## src/design/crt_pkg.sv

```systemverilog
package crt_pkg;

	// Index and vector geometry
	localparam int CRT_INDEX_DEPTH = 32;
	localparam int VEC_DIM = 8;
	localparam int COMP_W = 16;
	localparam int ID_W = 32;
	localparam int NORM_W = 35;
	localparam int DIST_W = 32;
	localparam int CFG_W = 6;
	localparam int CFG_IDX_W = 2;
	localparam int RANK_W = 6;
	localparam int RANK_MAX = 63;

	// Q2.30 distance constants
	localparam logic [DIST_W-1:0] DIST_ONE = 32'h4000_0000;
	localparam logic [DIST_W-1:0] DIST_TWO = 32'h8000_0000;

	// Register reset values
	localparam logic [CFG_W-1:0] RST_ENTRY_COUNT = 6'd0;
	localparam logic [CFG_W-1:0] RST_CUTOFF_FIRST = 6'd1;
	localparam logic [CFG_W-1:0] RST_CUTOFF_SECOND = 6'd5;
	localparam logic [CFG_W-1:0] RST_CUTOFF_THIRD = 6'd10;

	typedef enum logic [CFG_IDX_W-1:0] {
		CFG_ENTRY_COUNT   = 2'd0,
		CFG_CUTOFF_FIRST  = 2'd1,
		CFG_CUTOFF_SECOND = 2'd2,
		CFG_CUTOFF_THIRD  = 2'd3
	} crt_cfg_idx_t;

	typedef enum logic {
		REQ_LOAD  = 1'b0,
		REQ_QUERY = 1'b1
	} crt_req_kind_t;

	typedef struct packed {
		logic               req_type;
		logic [4:0]         slot;
		logic [ID_W-1:0]    doc_id;
		logic signed [15:0] comp0;
		logic signed [15:0] comp1;
		logic signed [15:0] comp2;
		logic signed [15:0] comp3;
		logic signed [15:0] comp4;
		logic signed [15:0] comp5;
		logic signed [15:0] comp6;
		logic signed [15:0] comp7;
	} crt_req_t;

	typedef struct packed {
		logic [RANK_W-1:0] rank;
		logic              hit_first;
		logic              hit_second;
		logic              hit_third;
	} crt_rsp_t;

	typedef logic [VEC_DIM-1:0][COMP_W-1:0] crt_vec_t;

	typedef struct packed {
		logic [ID_W-1:0]   id;
		crt_vec_t          vec;
		logic [NORM_W-1:0] norm;
		logic [DIST_W-1:0] distance;
	} crt_entry_t;

	typedef struct packed {
		logic shift;
		logic load;
	} crt_cell_ctl_t;

	typedef enum logic [2:0] {
		ST_IDLE = 3'd0,
		ST_NORM = 3'd1,
		ST_DIST = 3'd2,
		ST_RANK = 3'd3,
		ST_DONE = 3'd4
	} crt_state_t;

	typedef enum logic [2:0] {
		DS_IDLE = 3'd0,
		DS_MUL  = 3'd1,
		DS_ROOT = 3'd2,
		DS_DIV  = 3'd3,
		DS_DONE = 3'd4
	} crt_dstate_t;

	function automatic crt_vec_t crt_req_vec(input crt_req_t r);
		crt_vec_t v;
		v[0] = r.comp0;
		v[1] = r.comp1;
		v[2] = r.comp2;
		v[3] = r.comp3;
		v[4] = r.comp4;
		v[5] = r.comp5;
		v[6] = r.comp6;
		v[7] = r.comp7;
		return v;
	endfunction

endpackage

```

## src/design/crt_dist.sv

```systemverilog
module crt_dist import crt_pkg::*; (
	input  logic              clk,
	input  logic              arst_n,
	input  logic              start,
	input  crt_vec_t          qvec,
	input  logic [NORM_W-1:0] qnorm,
	input  crt_vec_t          evec,
	input  logic [NORM_W-1:0] enorm,
	output logic              done,
	output logic [DIST_W-1:0] distance
);

	localparam int PROD_W = 2 * NORM_W;
	localparam int REM_W = 38;
	localparam int DOT_W = 36;
	localparam int QUO_W = 31;
	localparam logic [5:0] MUL_LAST = 6'(NORM_W - 1);
	localparam logic [5:0] ROOT_LAST = 6'(NORM_W - 1);
	localparam logic [5:0] DIV_LAST = 6'(QUO_W - 1);

	crt_dstate_t state_q, state_d;
	logic [5:0] cnt_q;
	logic [PROD_W-1:0] acc_q;
	logic [NORM_W-1:0] mb_q;
	logic signed [DOT_W-1:0] dot_q;
	logic [REM_W-1:0] rem_q;
	logic [NORM_W-1:0] root_q;
	logic [QUO_W-1:0] quo_q;
	logic [DIST_W-1:0] dist_q;

	logic signed [31:0] prod;
	logic [REM_W-1:0] rem_cat, trial, div_ext, div_rem;
	logic root_ge, div_ge;
	logic [DOT_W-1:0] mag;
	logic [QUO_W-1:0] quo_new;
	logic [DIST_W-1:0] q_ext, dist_new;
	logic zero_norm;

	always_comb begin
		prod = $signed(qvec[cnt_q[2:0]]) * $signed(evec[cnt_q[2:0]]);
		zero_norm = (qnorm == '0) || (enorm == '0);
		// one root digit: bring down two bits of the product
		rem_cat = {rem_q[REM_W-3:0], acc_q[PROD_W-1 -: 2]};
		trial = {1'b0, root_q, 2'b01};
		root_ge = rem_cat >= trial;
		// one quotient bit of the restoring divide
		div_ext = {3'b000, root_q};
		div_ge = rem_q >= div_ext;
		div_rem = div_ge ? (rem_q - div_ext) : rem_q;
		quo_new = {quo_q[QUO_W-2:0], div_ge};
		mag = dot_q[DOT_W-1] ? DOT_W'(-dot_q) : DOT_W'(dot_q);
		q_ext = {1'b0, quo_new};
		if (dot_q[DOT_W-1]) begin
			dist_new = (q_ext > DIST_ONE) ? DIST_TWO : (DIST_ONE + q_ext);
		end else begin
			dist_new = (q_ext > DIST_ONE) ? '0 : (DIST_ONE - q_ext);
		end
	end

	// Sequence multiply, root and divide
	always_comb begin
		state_d = state_q;
		case (state_q)
			DS_IDLE: if (start) state_d = zero_norm ? DS_DONE : DS_MUL;
			DS_MUL:  if (cnt_q == MUL_LAST) state_d = DS_ROOT;
			DS_ROOT: if (cnt_q == ROOT_LAST) state_d = DS_DIV;
			DS_DIV:  if (cnt_q == DIV_LAST) state_d = DS_DONE;
			DS_DONE: state_d = DS_IDLE;
			default: state_d = DS_IDLE;
		endcase
	end

	always_comb begin
		done = (state_q == DS_DONE);
		distance = dist_q;
	end

	always_ff @(posedge clk or negedge arst_n) begin
		if (!arst_n) begin
			state_q <= DS_IDLE;
			cnt_q <= '0;
		end else begin
			state_q <= state_d;
			if (state_d != state_q) begin
				cnt_q <= '0;
			end else begin
				cnt_q <= cnt_q + 6'd1;
			end
		end
	end

	// Datapath
	always_ff @(posedge clk) begin
		case (state_q)
			DS_IDLE: begin
				acc_q <= '0;
				mb_q <= enorm;
				dot_q <= '0;
				dist_q <= DIST_TWO;
			end
			DS_MUL: begin
				acc_q <= {acc_q[PROD_W-2:0], 1'b0} + (mb_q[NORM_W-1] ? PROD_W'(qnorm) : '0);
				mb_q <= {mb_q[NORM_W-2:0], 1'b0};
				if (cnt_q < 6'(VEC_DIM)) begin
					dot_q <= dot_q + DOT_W'(prod);
				end
				rem_q <= '0;
				root_q <= '0;
			end
			DS_ROOT: begin
				// load the dividend after the last root digit
				rem_q <= (cnt_q == ROOT_LAST) ? REM_W'(mag) :
					(root_ge ? (rem_cat - trial) : rem_cat);
				root_q <= {root_q[NORM_W-2:0], root_ge};
				acc_q <= {acc_q[PROD_W-3:0], 2'b00};
				quo_q <= '0;
			end
			DS_DIV: begin
				rem_q <= {div_rem[REM_W-2:0], 1'b0};
				quo_q <= quo_new;
				if (cnt_q == DIV_LAST) begin
					dist_q <= dist_new;
				end
			end
			DS_DONE: begin
				dist_q <= dist_q;
			end
			default: begin
				dist_q <= dist_q;
			end
		endcase
	end

endmodule

```

## config.mk

```make
export PLATFORM = sky130hd
export DESIGN_NAME = crt_dist
export DESIGN_NICKNAME = d
export VERILOG_FILES = /design/src/design/crt_pkg.sv /design/src/design/crt_dist.sv
export SDC_FILE = /design/constraint.sdc
export NUM_CORES = 2
export LEC_CHECK = 0
export BUFFER_PORTS_ARGS = -buffer_cell sky130_fd_sc_hd__buf_2
export CAP_MARGIN = 30
export CORE_MARGIN = 2
export CORE_UTILIZATION = 61
export CTS_BUF_LIST = sky130_fd_sc_hd__clkbuf_8
export CTS_CLUSTER_SIZE = 8
export DETAILED_ROUTE_END_ITERATION = 10
export PLACE_DENSITY = 0.83
export SLEW_MARGIN = 20
export SYNTH_ARGS = -nofsm -noshare
export SYNTH_HDL_FRONTEND = slang
export SYNTH_SLANG_ARGS = --single-unit
```

## constraint.sdc

```tcl
create_clock -name clk -period 9.28 [get_ports clk]
set_input_delay 0 -clock clk [delete_from_list [all_inputs] [get_ports clk]]
set_output_delay 0 -clock clk [all_outputs]
set_load 0.01 [all_outputs]
```

==> impl_metrics.ini <==
[outcome]
status = completed

[detailed_routing]
via_per_inst = 6.14
drtPass1Iterations = 7
drt-initial-drc-count = 3284
wl_per_cell_um = 20.4
drc_errors = 0
ant_nets = 0
num_vias = 28305
wl_mm = 93.9

[clocking]
clk_latency_ns = 0.68
cts.sinks = 285
cts_tree = built
clk_pin_slew_ns = 0.07
cts_root_buffer = clkbuf_8
cts_buffers = 52
cts_buffer_depth = 3
ctsResizeCount = 0
cts-htree-levels = 2

[sta]
relSlewSlack_pct = 36.2
setup_viol = 0
clock-skew-final_ns = 0.0635
max_freq_ghz = 0.117
maxSlewViolCount = 0
rsz0062_at_grt = no
hold_viol_final = 0
tns_ns = 0
fin_crit_ns = 8.54
finalCritPeriodShare_pct = 92.1
tightest_slew_ns = 0.957

[floorplanning]
initial_core_util_pct = 62.1
die_x_um = 236
io-pin-count = 362
core_um2 = 52800
rows = 84
die_y_um = 236
die-area_um2 = 55500

[global_routing]
track_usage_pct = 34.1
grt_max_degree = 91
overflow = 0
grt_pass1_wl_mm = 151
antenna_found_initial = 6
grt_pass1_vias = 28525

[placed_design]
post-place-cells = 4466
dp_hpwl_mm = 72.7
port_buffers = 361
place_congestion = 1.04

[synthesis]
netlist_instances = 3542
yosysWarnings = 0
synth_edf_count = 276
synth_fp_nets = 4370
yosysSeqAreaShare_pct = 26.0
ys_ff_latch = 285
yosys_most_used_dff = edfxtp_1
synth-async-reset-ratio_pct = 3.16
syn_area_um2 = 32700
ys_types = 76
synth_area_per_cell_um2 = 9.24

[setup_path]
worstSetupPathType = flop to flop
ff2ff_path_depth = 24
required_ns = 9.68
worst-path-max-fanout = 24
cp.arrival_ns = 8.94
crit_path_end_kind = flop
critPathLaunchType = flop

[finish]
final_cell_count_no_fill = 4607
layout_common_cells = inv_1 (475), nand2_1 (403), nor2_1 (372)
area_delta_synth_final_pct = 12.1
drive_gt1_share_pct = 15.3
fin_util_pct = 69.5
nets = 4704
final_common_cell = inv_1

[worst_hold_path]
min_path_cells = 4
min_path_type = primary input to flop

[run]
maxCapViolCount = 0
-- timing repair --
item / CTS / global route
endpoints found under the setup margin: 0 / 1
endpoints found under the hold margin: 48 / 0
buffers inserted: 0 / 1
hold buffers: 40 / 0
-- critical path: stages, from the launching register on --
cell and delay [ns]:
dfrtp_4 0.76, buf_4 0.31, mux4_2 0.53, mux2i_1 0.66, nor2_1 0.17, fa_1 0.57
inv_1 0.06, fa_1 0.50, fa_1 0.51, inv_1 0.05, fa_1 0.46, fa_1 0.55
inv_1 0.06, fa_1 0.52, inv_1 0.04, ha_1 0.34, a21o_1 0.19, a31oi_1 0.16
nand2_1 0.09, a31oi_1 0.34, o211ai_1 0.29, a221o_1 0.39, a41oi_1 0.36, nor4_1 0.08
a211o_1 0.26
-- registers in the layout, summed over array words and instances, names as in the netlist --
register  flops
acc_q        70
cnt_q         6
distance     32
dot_q        36
mb_q         35
quo_q        30
rem_q        38
root_q       35
state_q       3
-- cells in the mapped netlist, types with 6 or more instances --
cell      number  area [um^2]
o21bai_1      22          165
and2_1        46          288
xor2_1        66          578
ha_1         183         2290
and3_1        50          313
or2_2         11         68.8
nand3_1       34          170
a21o_1        50          375
o21a_1        11         82.6
edfxtp_1     276         8290
inv_1        459         1720
o21ai_0      173          866
a211oi_1      21          158
nand2_1      404         1520
o41ai_1        8         70.1
xnor2_1      156         1370
nor4_1        45          282
nor2b_1       14         87.6
nand4_1       42          263
o22ai_1       31          194
a22o_1         6         52.6
fa_1         316         6330
buf_2         25          125
dfrtp_1        9          225
or4_1          8         60.1
o211ai_1      26          195
o21ai_1        8         40.0
a21boi_0       6         45.0
mux2_2        21          236
mux2i_1       37          370
a21oi_1      183          916
nand2b_1      28          175
a221oi_1       7         61.3
nor3_1        45          225
nor2_1       376         1410
o31ai_1       17          128
a31oi_1       23          144
clkbuf_1     129          484
mux4_2        64         1440
buf_1         12         45.0
-- worst paths after layout --
check	endpoint	from	slack [ns]
min reg2reg	mb_q[15]$_DFFE_PP_	mb_q[14]$_DFFE_PP_	0.51
max in group asynchronous	cnt_q[1]$_DFF_PN0_	arst_n	8.35
min in group asynchronous	cnt_q[0]$_DFF_PN0_	arst_n	0.51
max	dot_q[34]$_SDFFCE_PN0P_	cnt_q[0]$_DFF_PN0_	0.74
max reg2reg	dot_q[34]$_SDFFCE_PN0P_	cnt_q[0]$_DFF_PN0_	0.74
min	acc_q[2]$_DFFE_PP_	qnorm[2]	0.04
-- area by class of cell --
cell class | count | area [um^2]
Fill cell | 3986 | 16100
Clock buffer | 57 | 785
Sequential cell | 285 | 8520
Antenna cell | 4 | 10.0
Clock inverter | 36 | 238
Timing Repair Buffer | 448 | 2640
Inverter | 459 | 1720
Tap cell | 688 | 861
Multi-Input combinational cell | 2630 | 21900
-- layer usage --
metal  track usage (%)  part of all wire (%)  vias up
li1                  -                     -    12775
met1              46.1                    40    13725
met2              54.8                    46     1531
met3              6.92                    10      270
met4              12.6                   3.7        4
met5                 0                 0.025        -
-- stage by stage --
stage	cell area, um^2	setup slack [ns]	hold WS (ns)
floorplan	32700	0.905	-0.296
global placement	35100	0.827	-0.0950
detailed placement	35200	0.599	-0.0940
CTS	36600	0.556	0.0246
global route	36700	0.283	0.0581
finish	36700	0.735	0.0390
-- logic make-up (layout without fill, tap and decap cells) --
logic type               count (synthesis)  in the layout  share of synthesized area [%]
multiplexers                           122            122                           6.26
AND/OR/NAND/NOR                       1136           1136                           15.6
flip-flops                             285            285                           26.0
adder cells (fa/ha/maj)                499            499                           26.3
other                                    0              4                              0
AO/OA/AOI/OAI                          651            651                           12.5
buffers and inverters                  627           1000                           7.31
XOR/XNOR                               222            222                           5.94
Power is not shown: default switching activity piles up to over one toggle a cycle in this logic, so the estimate is an artifact.
