[config.mk]
export PLATFORM = sky130hd
export DESIGN_NAME = crt_cell
export DESIGN_NICKNAME = d
export VERILOG_FILES = /design/src/design/crt_pkg.sv /design/src/design/crt_cell.sv
export SDC_FILE = /design/constraint.sdc
export NUM_CORES = 1
export LEC_CHECK = 0
export BUFFER_PORTS_ARGS = -buffer_cell sky130_fd_sc_hd__buf_2
export CAP_MARGIN = 0
export CELL_PAD_IN_SITES_DETAIL_PLACEMENT = 0
export CELL_PAD_IN_SITES_GLOBAL_PLACEMENT = 1
export CORE_AREA = 2 2 264 266
export DETAILED_ROUTE_END_ITERATION = 8
export DIE_AREA = 0 0 266 268
export HOLD_SLACK_MARGIN = 0.08
export PLACE_DENSITY = 0.55
export SKIP_LAST_GASP = 1
export SLEW_MARGIN = 20
export SYNTH_ARGS = -nofsm -noshare
export SYNTH_HDL_FRONTEND = slang
export SYNTH_SLANG_ARGS = --single-unit
[constraint.sdc]
create_clock -name clk -period 3.7 [get_ports clk]
set_input_delay 0.37 -clock clk [delete_from_list [all_inputs] [get_ports clk]]
set_output_delay 0.37 -clock clk [all_outputs]
set_load 0.05 [all_outputs]
[src/design/crt_pkg.sv]
package crt_pkg;

	// Index and vector geometry
	localparam int CRT_INDEX_DEPTH = 32;
	localparam int VEC_DIM = 8;
	localparam int COMP_W = 16;
	localparam int ID_W = 32;
	localparam int NORM_W = 35;
	localparam int DIST_W = 32;
	localparam int CFG_W = 6;
	localparam int CFG_IDX_W = 2;
	localparam int RANK_W = 6;
	localparam int RANK_MAX = 63;

	// Q2.30 distance constants
	localparam logic [DIST_W-1:0] DIST_ONE = 32'h4000_0000;
	localparam logic [DIST_W-1:0] DIST_TWO = 32'h8000_0000;

	// Register reset values
	localparam logic [CFG_W-1:0] RST_ENTRY_COUNT = 6'd0;
	localparam logic [CFG_W-1:0] RST_CUTOFF_FIRST = 6'd1;
	localparam logic [CFG_W-1:0] RST_CUTOFF_SECOND = 6'd5;
	localparam logic [CFG_W-1:0] RST_CUTOFF_THIRD = 6'd10;

	typedef enum logic [CFG_IDX_W-1:0] {
		CFG_ENTRY_COUNT   = 2'd0,
		CFG_CUTOFF_FIRST  = 2'd1,
		CFG_CUTOFF_SECOND = 2'd2,
		CFG_CUTOFF_THIRD  = 2'd3
	} crt_cfg_idx_t;

	typedef enum logic {
		REQ_LOAD  = 1'b0,
		REQ_QUERY = 1'b1
	} crt_req_kind_t;

	typedef struct packed {
		logic               req_type;
		logic [4:0]         slot;
		logic [ID_W-1:0]    doc_id;
		logic signed [15:0] comp0;
		logic signed [15:0] comp1;
		logic signed [15:0] comp2;
		logic signed [15:0] comp3;
		logic signed [15:0] comp4;
		logic signed [15:0] comp5;
		logic signed [15:0] comp6;
		logic signed [15:0] comp7;
	} crt_req_t;

	typedef struct packed {
		logic [RANK_W-1:0] rank;
		logic              hit_first;
		logic              hit_second;
		logic              hit_third;
	} crt_rsp_t;

	typedef logic [VEC_DIM-1:0][COMP_W-1:0] crt_vec_t;

	typedef struct packed {
		logic [ID_W-1:0]   id;
		crt_vec_t          vec;
		logic [NORM_W-1:0] norm;
		logic [DIST_W-1:0] distance;
	} crt_entry_t;

	typedef struct packed {
		logic shift;
		logic load;
	} crt_cell_ctl_t;

	typedef enum logic [2:0] {
		ST_IDLE = 3'd0,
		ST_NORM = 3'd1,
		ST_DIST = 3'd2,
		ST_RANK = 3'd3,
		ST_DONE = 3'd4
	} crt_state_t;

	typedef enum logic [2:0] {
		DS_IDLE = 3'd0,
		DS_MUL  = 3'd1,
		DS_ROOT = 3'd2,
		DS_DIV  = 3'd3,
		DS_DONE = 3'd4
	} crt_dstate_t;

	function automatic crt_vec_t crt_req_vec(input crt_req_t r);
		crt_vec_t v;
		v[0] = r.comp0;
		v[1] = r.comp1;
		v[2] = r.comp2;
		v[3] = r.comp3;
		v[4] = r.comp4;
		v[5] = r.comp5;
		v[6] = r.comp6;
		v[7] = r.comp7;
		return v;
	endfunction

endpackage

[src/design/crt_cell.sv]
module crt_cell import crt_pkg::*; (
	input  logic          clk,
	input  crt_cell_ctl_t ctl,
	input  crt_entry_t    shift_in,
	input  crt_entry_t    load_in,
	output crt_entry_t    entry
);

	crt_entry_t entry_q;

	// Take a new entry on a load, else take the neighbour's on a shift
	always_ff @(posedge clk) begin
		if (ctl.load) begin
			entry_q <= load_in;
		end else if (ctl.shift) begin
			entry_q <= shift_in;
		end
	end

	assign entry = entry_q;

endmodule

==> impl_metrics.py, run 1 <==
metrics = {
    "status": {
        "status": "finished clean",
    },
    "power": {
        "peakVddDrop_mv": 0.332,
        "power_density_nw_per_um2": 438,
        "internal-power_mw": 5.54,
        "p_switching_mw": 2.62,
        "p_comb_share_pct": 28.1,
        "swShare_pct": 32.1,
        "pwr-share-clk_pct": 32.0,
        "power.leakage_nw": 7.95,
        "p_seq_share_pct": 39.8,
    },
    "routing": {
        "via_per_inst": 3.48,
        "wire_per_inst_um": 15.6,
        "vias": 8536,
        "drt-total-wl_um": 38200,
        "detail-route-antenna-nets": 0,
        "dr.pass1.iters": 4,
        "first_iter_violations": 354,
        "drc": 0,
    },
    "die": {
        "num_rows": 96,
        "fp.dieH_um": 268,
        "ios": 684,
        "design.core.area_sq_um": 68200,
        "fp.dieW_um": 266,
        "initial_core_util_pct": 14.2,
        "die_area_sq_um": 71300,
    },
    "cts": {
        "cts_buffers": 27,
        "clockBufferDepth": 3,
        "cts_root_buffer": "clkbuf_16",
        "cts.clk_slew.worst_paths_ns": 0.06,
        "tritoncts": "yes",
        "clock_sinks": 227,
        "ctsHtreeMaxLevel": 1,
    },
    "critical_path": {
        "endpoint_kind": "flop",
        "crit_path_max_incr_delay_ns": 0.57,
        "critPathArrivalTime_ns": 2.09,
        "critical-path-top-delay-family": "buffers and inverters",
        "crit_path_start": "ctl[0]",
        "path_buf_inv": 3,
        "criticalPathCategory": "in2reg",
        "worstSetupStartpointType": "input pin",
        "cp.required_ns": 4.00,
        "path_cells": "buf_8, buf_12, mux2_2, dlygate4sd3_1",
        "crit_fanout": 114,
        "critPathSlowestCell": "dlygate4sd3_1",
    },
    "logic_synthesis": {
        "synthTopCellsByArea": "edfxtp_1 71%, mux2_2 26%, buf_6 2.8%, buf_4 0.078%, or2_2 0.065%",
        "synth.distinct_cells": 5,
        "syn_inst": 480,
        "yosysTopAreaCell": "edfxtp_1",
        "synth_nets": 937,
        "syn-cell-area_sq_um": 9660,
        "seq_area_frac_synth_pct": 70.6,
        "synth_seq_cells": 227,
        "yosysWarningCount": 0,
        "synth_top_area_share_pct": 70.6,
        "avgSynthCellArea_sq_um": 20.1,
    },
    "final_layout": {
        "largest_register_ffs": 227,
        "fin_nets": 2007,
        "diodes": 0,
        "layout-drive-gt1-share_pct": 61.2,
        "syn_to_final_growth_pct": 92.9,
        "fillers": 7017,
        "layout.cells.non_filler": 2450,
    },
    "timing": {
        "finalCriticalPeriod_ns": 1.79,
        "tightest_slew_ns": 0.852,
        "drv_slew": 0,
        "rsz0062_at_grt": "no",
        "fin_crit_sh_pct": 48.4,
        "hold_violations": 0,
        "setup_violations": 0,
        "setup_tns_ns": 0,
        "max_freq_mhz": 558,
        "slew_headroom_pct": 43.2,
    },
    "min_path": {
        "holdPathEnd": "entry[78]",
        "worstHoldPathType": "in2reg",
        "hp-start": "shift_in[78]",
        "holdPathStages": 2,
    },
    "placement": {
        "gp_congestion": 0.772,
        "placedCellCount": 2032,
        "place_hpwl_um": 27300,
        "portBuffers": 683,
    },
    "global_route": {
        "grt.overflow.total": 0,
        "grt_pass1_wl_um": 53400,
        "grtUsageTotal_pct": 9.89,
        "antenna_found_initial": 5,
        "grt_start_max_net_pins": 115,
        "first_global_vias": 9279,
    },
    "flow_run": {
        "drv_cap": 0,
    },
}
==> cells in the mapped netlist <==
cell type	instances
buf_6	24
buf_4	1
mux2_2	227
or2_2	1
edfxtp_1	227
==> cell type report <==
type | instances | area [sq um] | area share (%)
multi-input cells | 228 | 2560 | 13.8
clock inverters | 16 | 148 | 0.792
flip-flops and latches | 227 | 6820 | 36.6
repair buffers | 1066 | 7310 | 39.2
well taps | 882 | 1100 | 5.92
clock buffers | 31 | 691 | 3.71
==> logic make-up (layout without fill, tap and decap cells) <==
family                 Yosys count  count (layout)  share of synthesized area [%]
AND/OR/NAND/NOR                  1               1                         0.0648
buffers and inverters           25            1113                           2.88
flip-flops                     227             227                           70.6
multiplexers                   227             227                           26.5
==> layer usage <==
layer,vias up,global-route usage [%],wire (um)
met4,6,3.58,1330
met3,54,4.20,4060
met2,451,18.8,19900
li1,4047,-,-
met1,3978,9.41,12900
met5,-,0,38
==> repair_timing <==
item | 4_1_cts | 5_1_grt
endpoints found under the setup margin | 0 | 0
hold buffers | 371 | 0
setup buffers | 0 | 0
endpoints found under the hold margin | 208 | 0
resized for setup | 0 | 0
==> cells in the final DEF, fill, tap and decap left out <==
cell / instances
clkbuf_1: 4
mux2_2: 227
or2_4: 1
buf_8: 1
dlygate4sd3_1: 371
buf_12: 6
bufinv_16: 3
clkinv_2: 7
clkinv_1: 6
buf_4: 6
buf_2: 682
clkbuf_16: 27
edfxtp_1: 227
==> power by group through the flow <==
stage          clock, mW  sequential [mW]  combinational (mW)
2_1_floorplan          0             4.31               0.300
3_3_place_gp           0             3.30                1.93
3_5_place_dp           0             3.30                1.94
4_1_cts             2.74             3.25                2.30
5_1_grt             2.81             3.28                2.41
6_report            2.61             3.25                2.30
==> worst max path at each step <==
stage	to	cells after the start
5_1_grt	entry[91]	1
2_1_floorplan	entry[0]	3
3_5_place_dp	entry[82]	3
3_3_place_gp	entry[122]	4
4_1_cts	entry[91]	1
6_report	entry[79]	4
==> stage by stage <==
step | instance area, sq um | hold slack [ns] | power (mW) | setup WS, ns | utilization [%]
2_1_floorplan | 9660 | 0.590 | 4.61 | 0.929 | -
3_3_place_gp | 14100 | 0.671 | 5.23 | 2.00 | 20.6
3_5_place_dp | 14100 | 0.675 | 5.24 | 1.97 | 20.6
4_1_cts | 18600 | 0.0802 | 8.30 | 1.82 | 27.3
5_1_grt | 18600 | 0.0920 | 8.50 | 1.86 | 27.3
6_report | 18600 | 0.129 | 8.16 | 1.91 | 27.3
(Power assumes the default switching activity.)
==> run 2, diff against run 1 <==
==> constraint.sdc (replaced) <==
create_clock -name clk -period 1.5 [get_ports clk]
set_input_delay 0.15 -clock clk [delete_from_list [all_inputs] [get_ports clk]]
set_output_delay 0.15 -clock clk [all_outputs]
set_load 0.05 [all_outputs]
==> run 2 against run 1 <==
Net effect: the flow now stops in clock tree synthesis (4_1_cts); synthesized cell count is the same; area after synthesis is the same.
==> impl_metrics.py, run 2 <==
metrics = {
    "status": {
        "status": "stopped before the end",
        "stop_stage": "clock tree synthesis (4_1_cts)",
        "error_message": "[ERROR RSZ-0060] Max buffer count reached.",
    },
    "logic_synthesis": {
        "seq_area_frac_synth_pct": 70.6,
        "yosysTopAreaCell": "edfxtp_1",
        "syn_inst": 480,
        "synth_seq_cells": 227,
        "synth.distinct_cells": 5,
        "synth-edff-count": 227,
        "synth_commonest_cells": "227 x edfxtp_1, 227 x mux2_2, 24 x buf_6",
        "syn-cell-area_sq_um": 9660,
        "synth_top_area_share_pct": 70.6,
        "synthTopCellsByArea": "edfxtp_1 71%, mux2_2 26%, buf_6 2.8%, buf_4 0.078%, or2_2 0.065%",
        "async_flop_share_pct": 0,
        "avgSynthCellArea_sq_um": 20.1,
        "synth_nets": 937,
        "synth_ff_type": "edfxtp_1",
        "yosysWarningCount": 0,
    },
    "cts": {
        "ctsHtreeMaxLevel": 1,
        "clock_sinks": 227,
        "post_cts_buffers": 0,
        "clockBufferDepth": 3,
        "post_cts_resized": 3,
        "cts_root_buffer": "clkbuf_16",
        "cts_buffers": 27,
        "cts.hold.buffers_added": 424,
    },
    "die": {
        "ios": 684,
        "initial_core_util_pct": 14.2,
        "fp.dieW_um": 266,
        "fp.dieH_um": 268,
        "num_rows": 96,
    },
    "placement": {
        "place_hpwl_um": 29000,
        "dpl_cell_area_sq_um": 14400,
        "portBuffers": 683,
        "gp_congestion": 0.747,
    },
}
-- run 2: logic make-up after synthesis --
family / count (synthesis) / synth area share, %
DFF: 227 / 70.6
muxes: 227 / 26.5
and+or+nand+nor: 1 / 0.0648
buffers and inverters: 25 / 2.88
-- run 2: metrics by stage --
stage / utilization (%) / hold slack, ns / cells / worst slack (ns)
global placement: 21.2 / 0.451 / 2069 / 0.173
detailed placement: 21.2 / 0.455 / 2069 / 0.155
floorplan: - / 0.370 / 480 / -0.979
==> run 3, diff against run 2 <==
--- a/config.mk
+++ b/config.mk
@@ -7,13 +7,10 @@
 export LEC_CHECK = 0
 export BUFFER_PORTS_ARGS = -buffer_cell sky130_fd_sc_hd__buf_2
 export CAP_MARGIN = 0
-export CELL_PAD_IN_SITES_DETAIL_PLACEMENT = 0
-export CELL_PAD_IN_SITES_GLOBAL_PLACEMENT = 1
-export CORE_AREA = 2 2 264 266
+export CORE_AREA = 2 2 267 269
 export DETAILED_ROUTE_END_ITERATION = 8
-export DIE_AREA = 0 0 266 268
-export HOLD_SLACK_MARGIN = 0.08
-export PLACE_DENSITY = 0.55
+export DIE_AREA = 0 0 269 271
+export PLACE_DENSITY_LB_ADDON = 0.15
 export SKIP_LAST_GASP = 1
 export SLEW_MARGIN = 20
 export SYNTH_ARGS = -nofsm -noshare
==> constraint.sdc (replaced) <==
create_clock -name clk -period 2 [get_ports clk]
set_input_delay 0.2 -clock clk [delete_from_list [all_inputs] [get_ports clk]]
set_output_delay 0.2 -clock clk [all_outputs]
set_load 0.05 [all_outputs]
==> run 3 against run 2 <==
Net effect: the flow again stops in clock tree synthesis (4_1_cts); synthesized cell count stayed put; area after synthesis unchanged.
==> impl_metrics.py, run 3 <==
metrics = {
    "status": {
        "status": "stopped before the end",
        "stop_stage": "clock tree synthesis (4_1_cts)",
        "error_message": "[ERROR RSZ-0060] Max buffer count reached.",
    },
    "logic_synthesis": {
        "synth_commonest_cells": "227 x edfxtp_1, 227 x mux2_2, 24 x buf_6",
        "synthTopCellsByArea": "edfxtp_1 71%, mux2_2 26%, buf_6 2.8%, buf_4 0.078%, or2_2 0.065%",
        "synth_compound_area_share_pct": 0,
        "seq_area_frac_synth_pct": 70.6,
        "synth_xor_area_share_pct": 0,
        "synthSimpleGateAreaFrac_pct": 0.0648,
        "synth_top_area_share_pct": 70.6,
        "syn_inst": 480,
        "synth.distinct_cells": 5,
        "synth_nets": 937,
        "synthMuxAreaShare_pct": 26.5,
        "synth_ff_type": "edfxtp_1",
        "avgSynthCellArea_sq_um": 20.1,
        "async_flop_share_pct": 0,
        "synth-edff-count": 227,
        "yosysWarningCount": 0,
        "synth_top_family_by_area": "multiplexers",
        "synth_seq_cells": 227,
        "yosysTopAreaCell": "edfxtp_1",
        "synthAdderAreaFrac_pct": 0,
        "syn-cell-area_sq_um": 9660,
    },
    "placement": {
        "place_hpwl_um": 29200,
        "dpl_cell_area_sq_um": 14400,
        "portBuffers": 683,
        "place_ws_ns": 0.439,
        "gp_congestion": 0.767,
    },
    "die": {
        "ios": 684,
        "initial_core_util_pct": 13.8,
        "fp.dieH_um": 271,
        "fp.dieW_um": 269,
        "num_rows": 97,
    },
    "cts": {
        "post_cts_resized": 0,
        "clock_sinks": 227,
        "ctsHtreeMaxLevel": 1,
        "cts.hold.buffers_added": 434,
        "cts_buffers": 29,
        "cts_root_buffer": "clkbuf_16",
        "clockBufferDepth": 3,
        "post_cts_buffers": 0,
    },
}
==> run 3: cell counts after synthesis <==
Identical to the previous run, type by type.
==> run 3: cell families after synthesis <==
group	after synthesis
buffers and inverters	25
DFF	227
muxes	227
and+or+nand+nor	1
==> run 3: metrics by stage <==
step                std cells  hold slack, ns
floorplan                 480           0.420
global placement         2117           0.501
detailed placement       2117           0.505
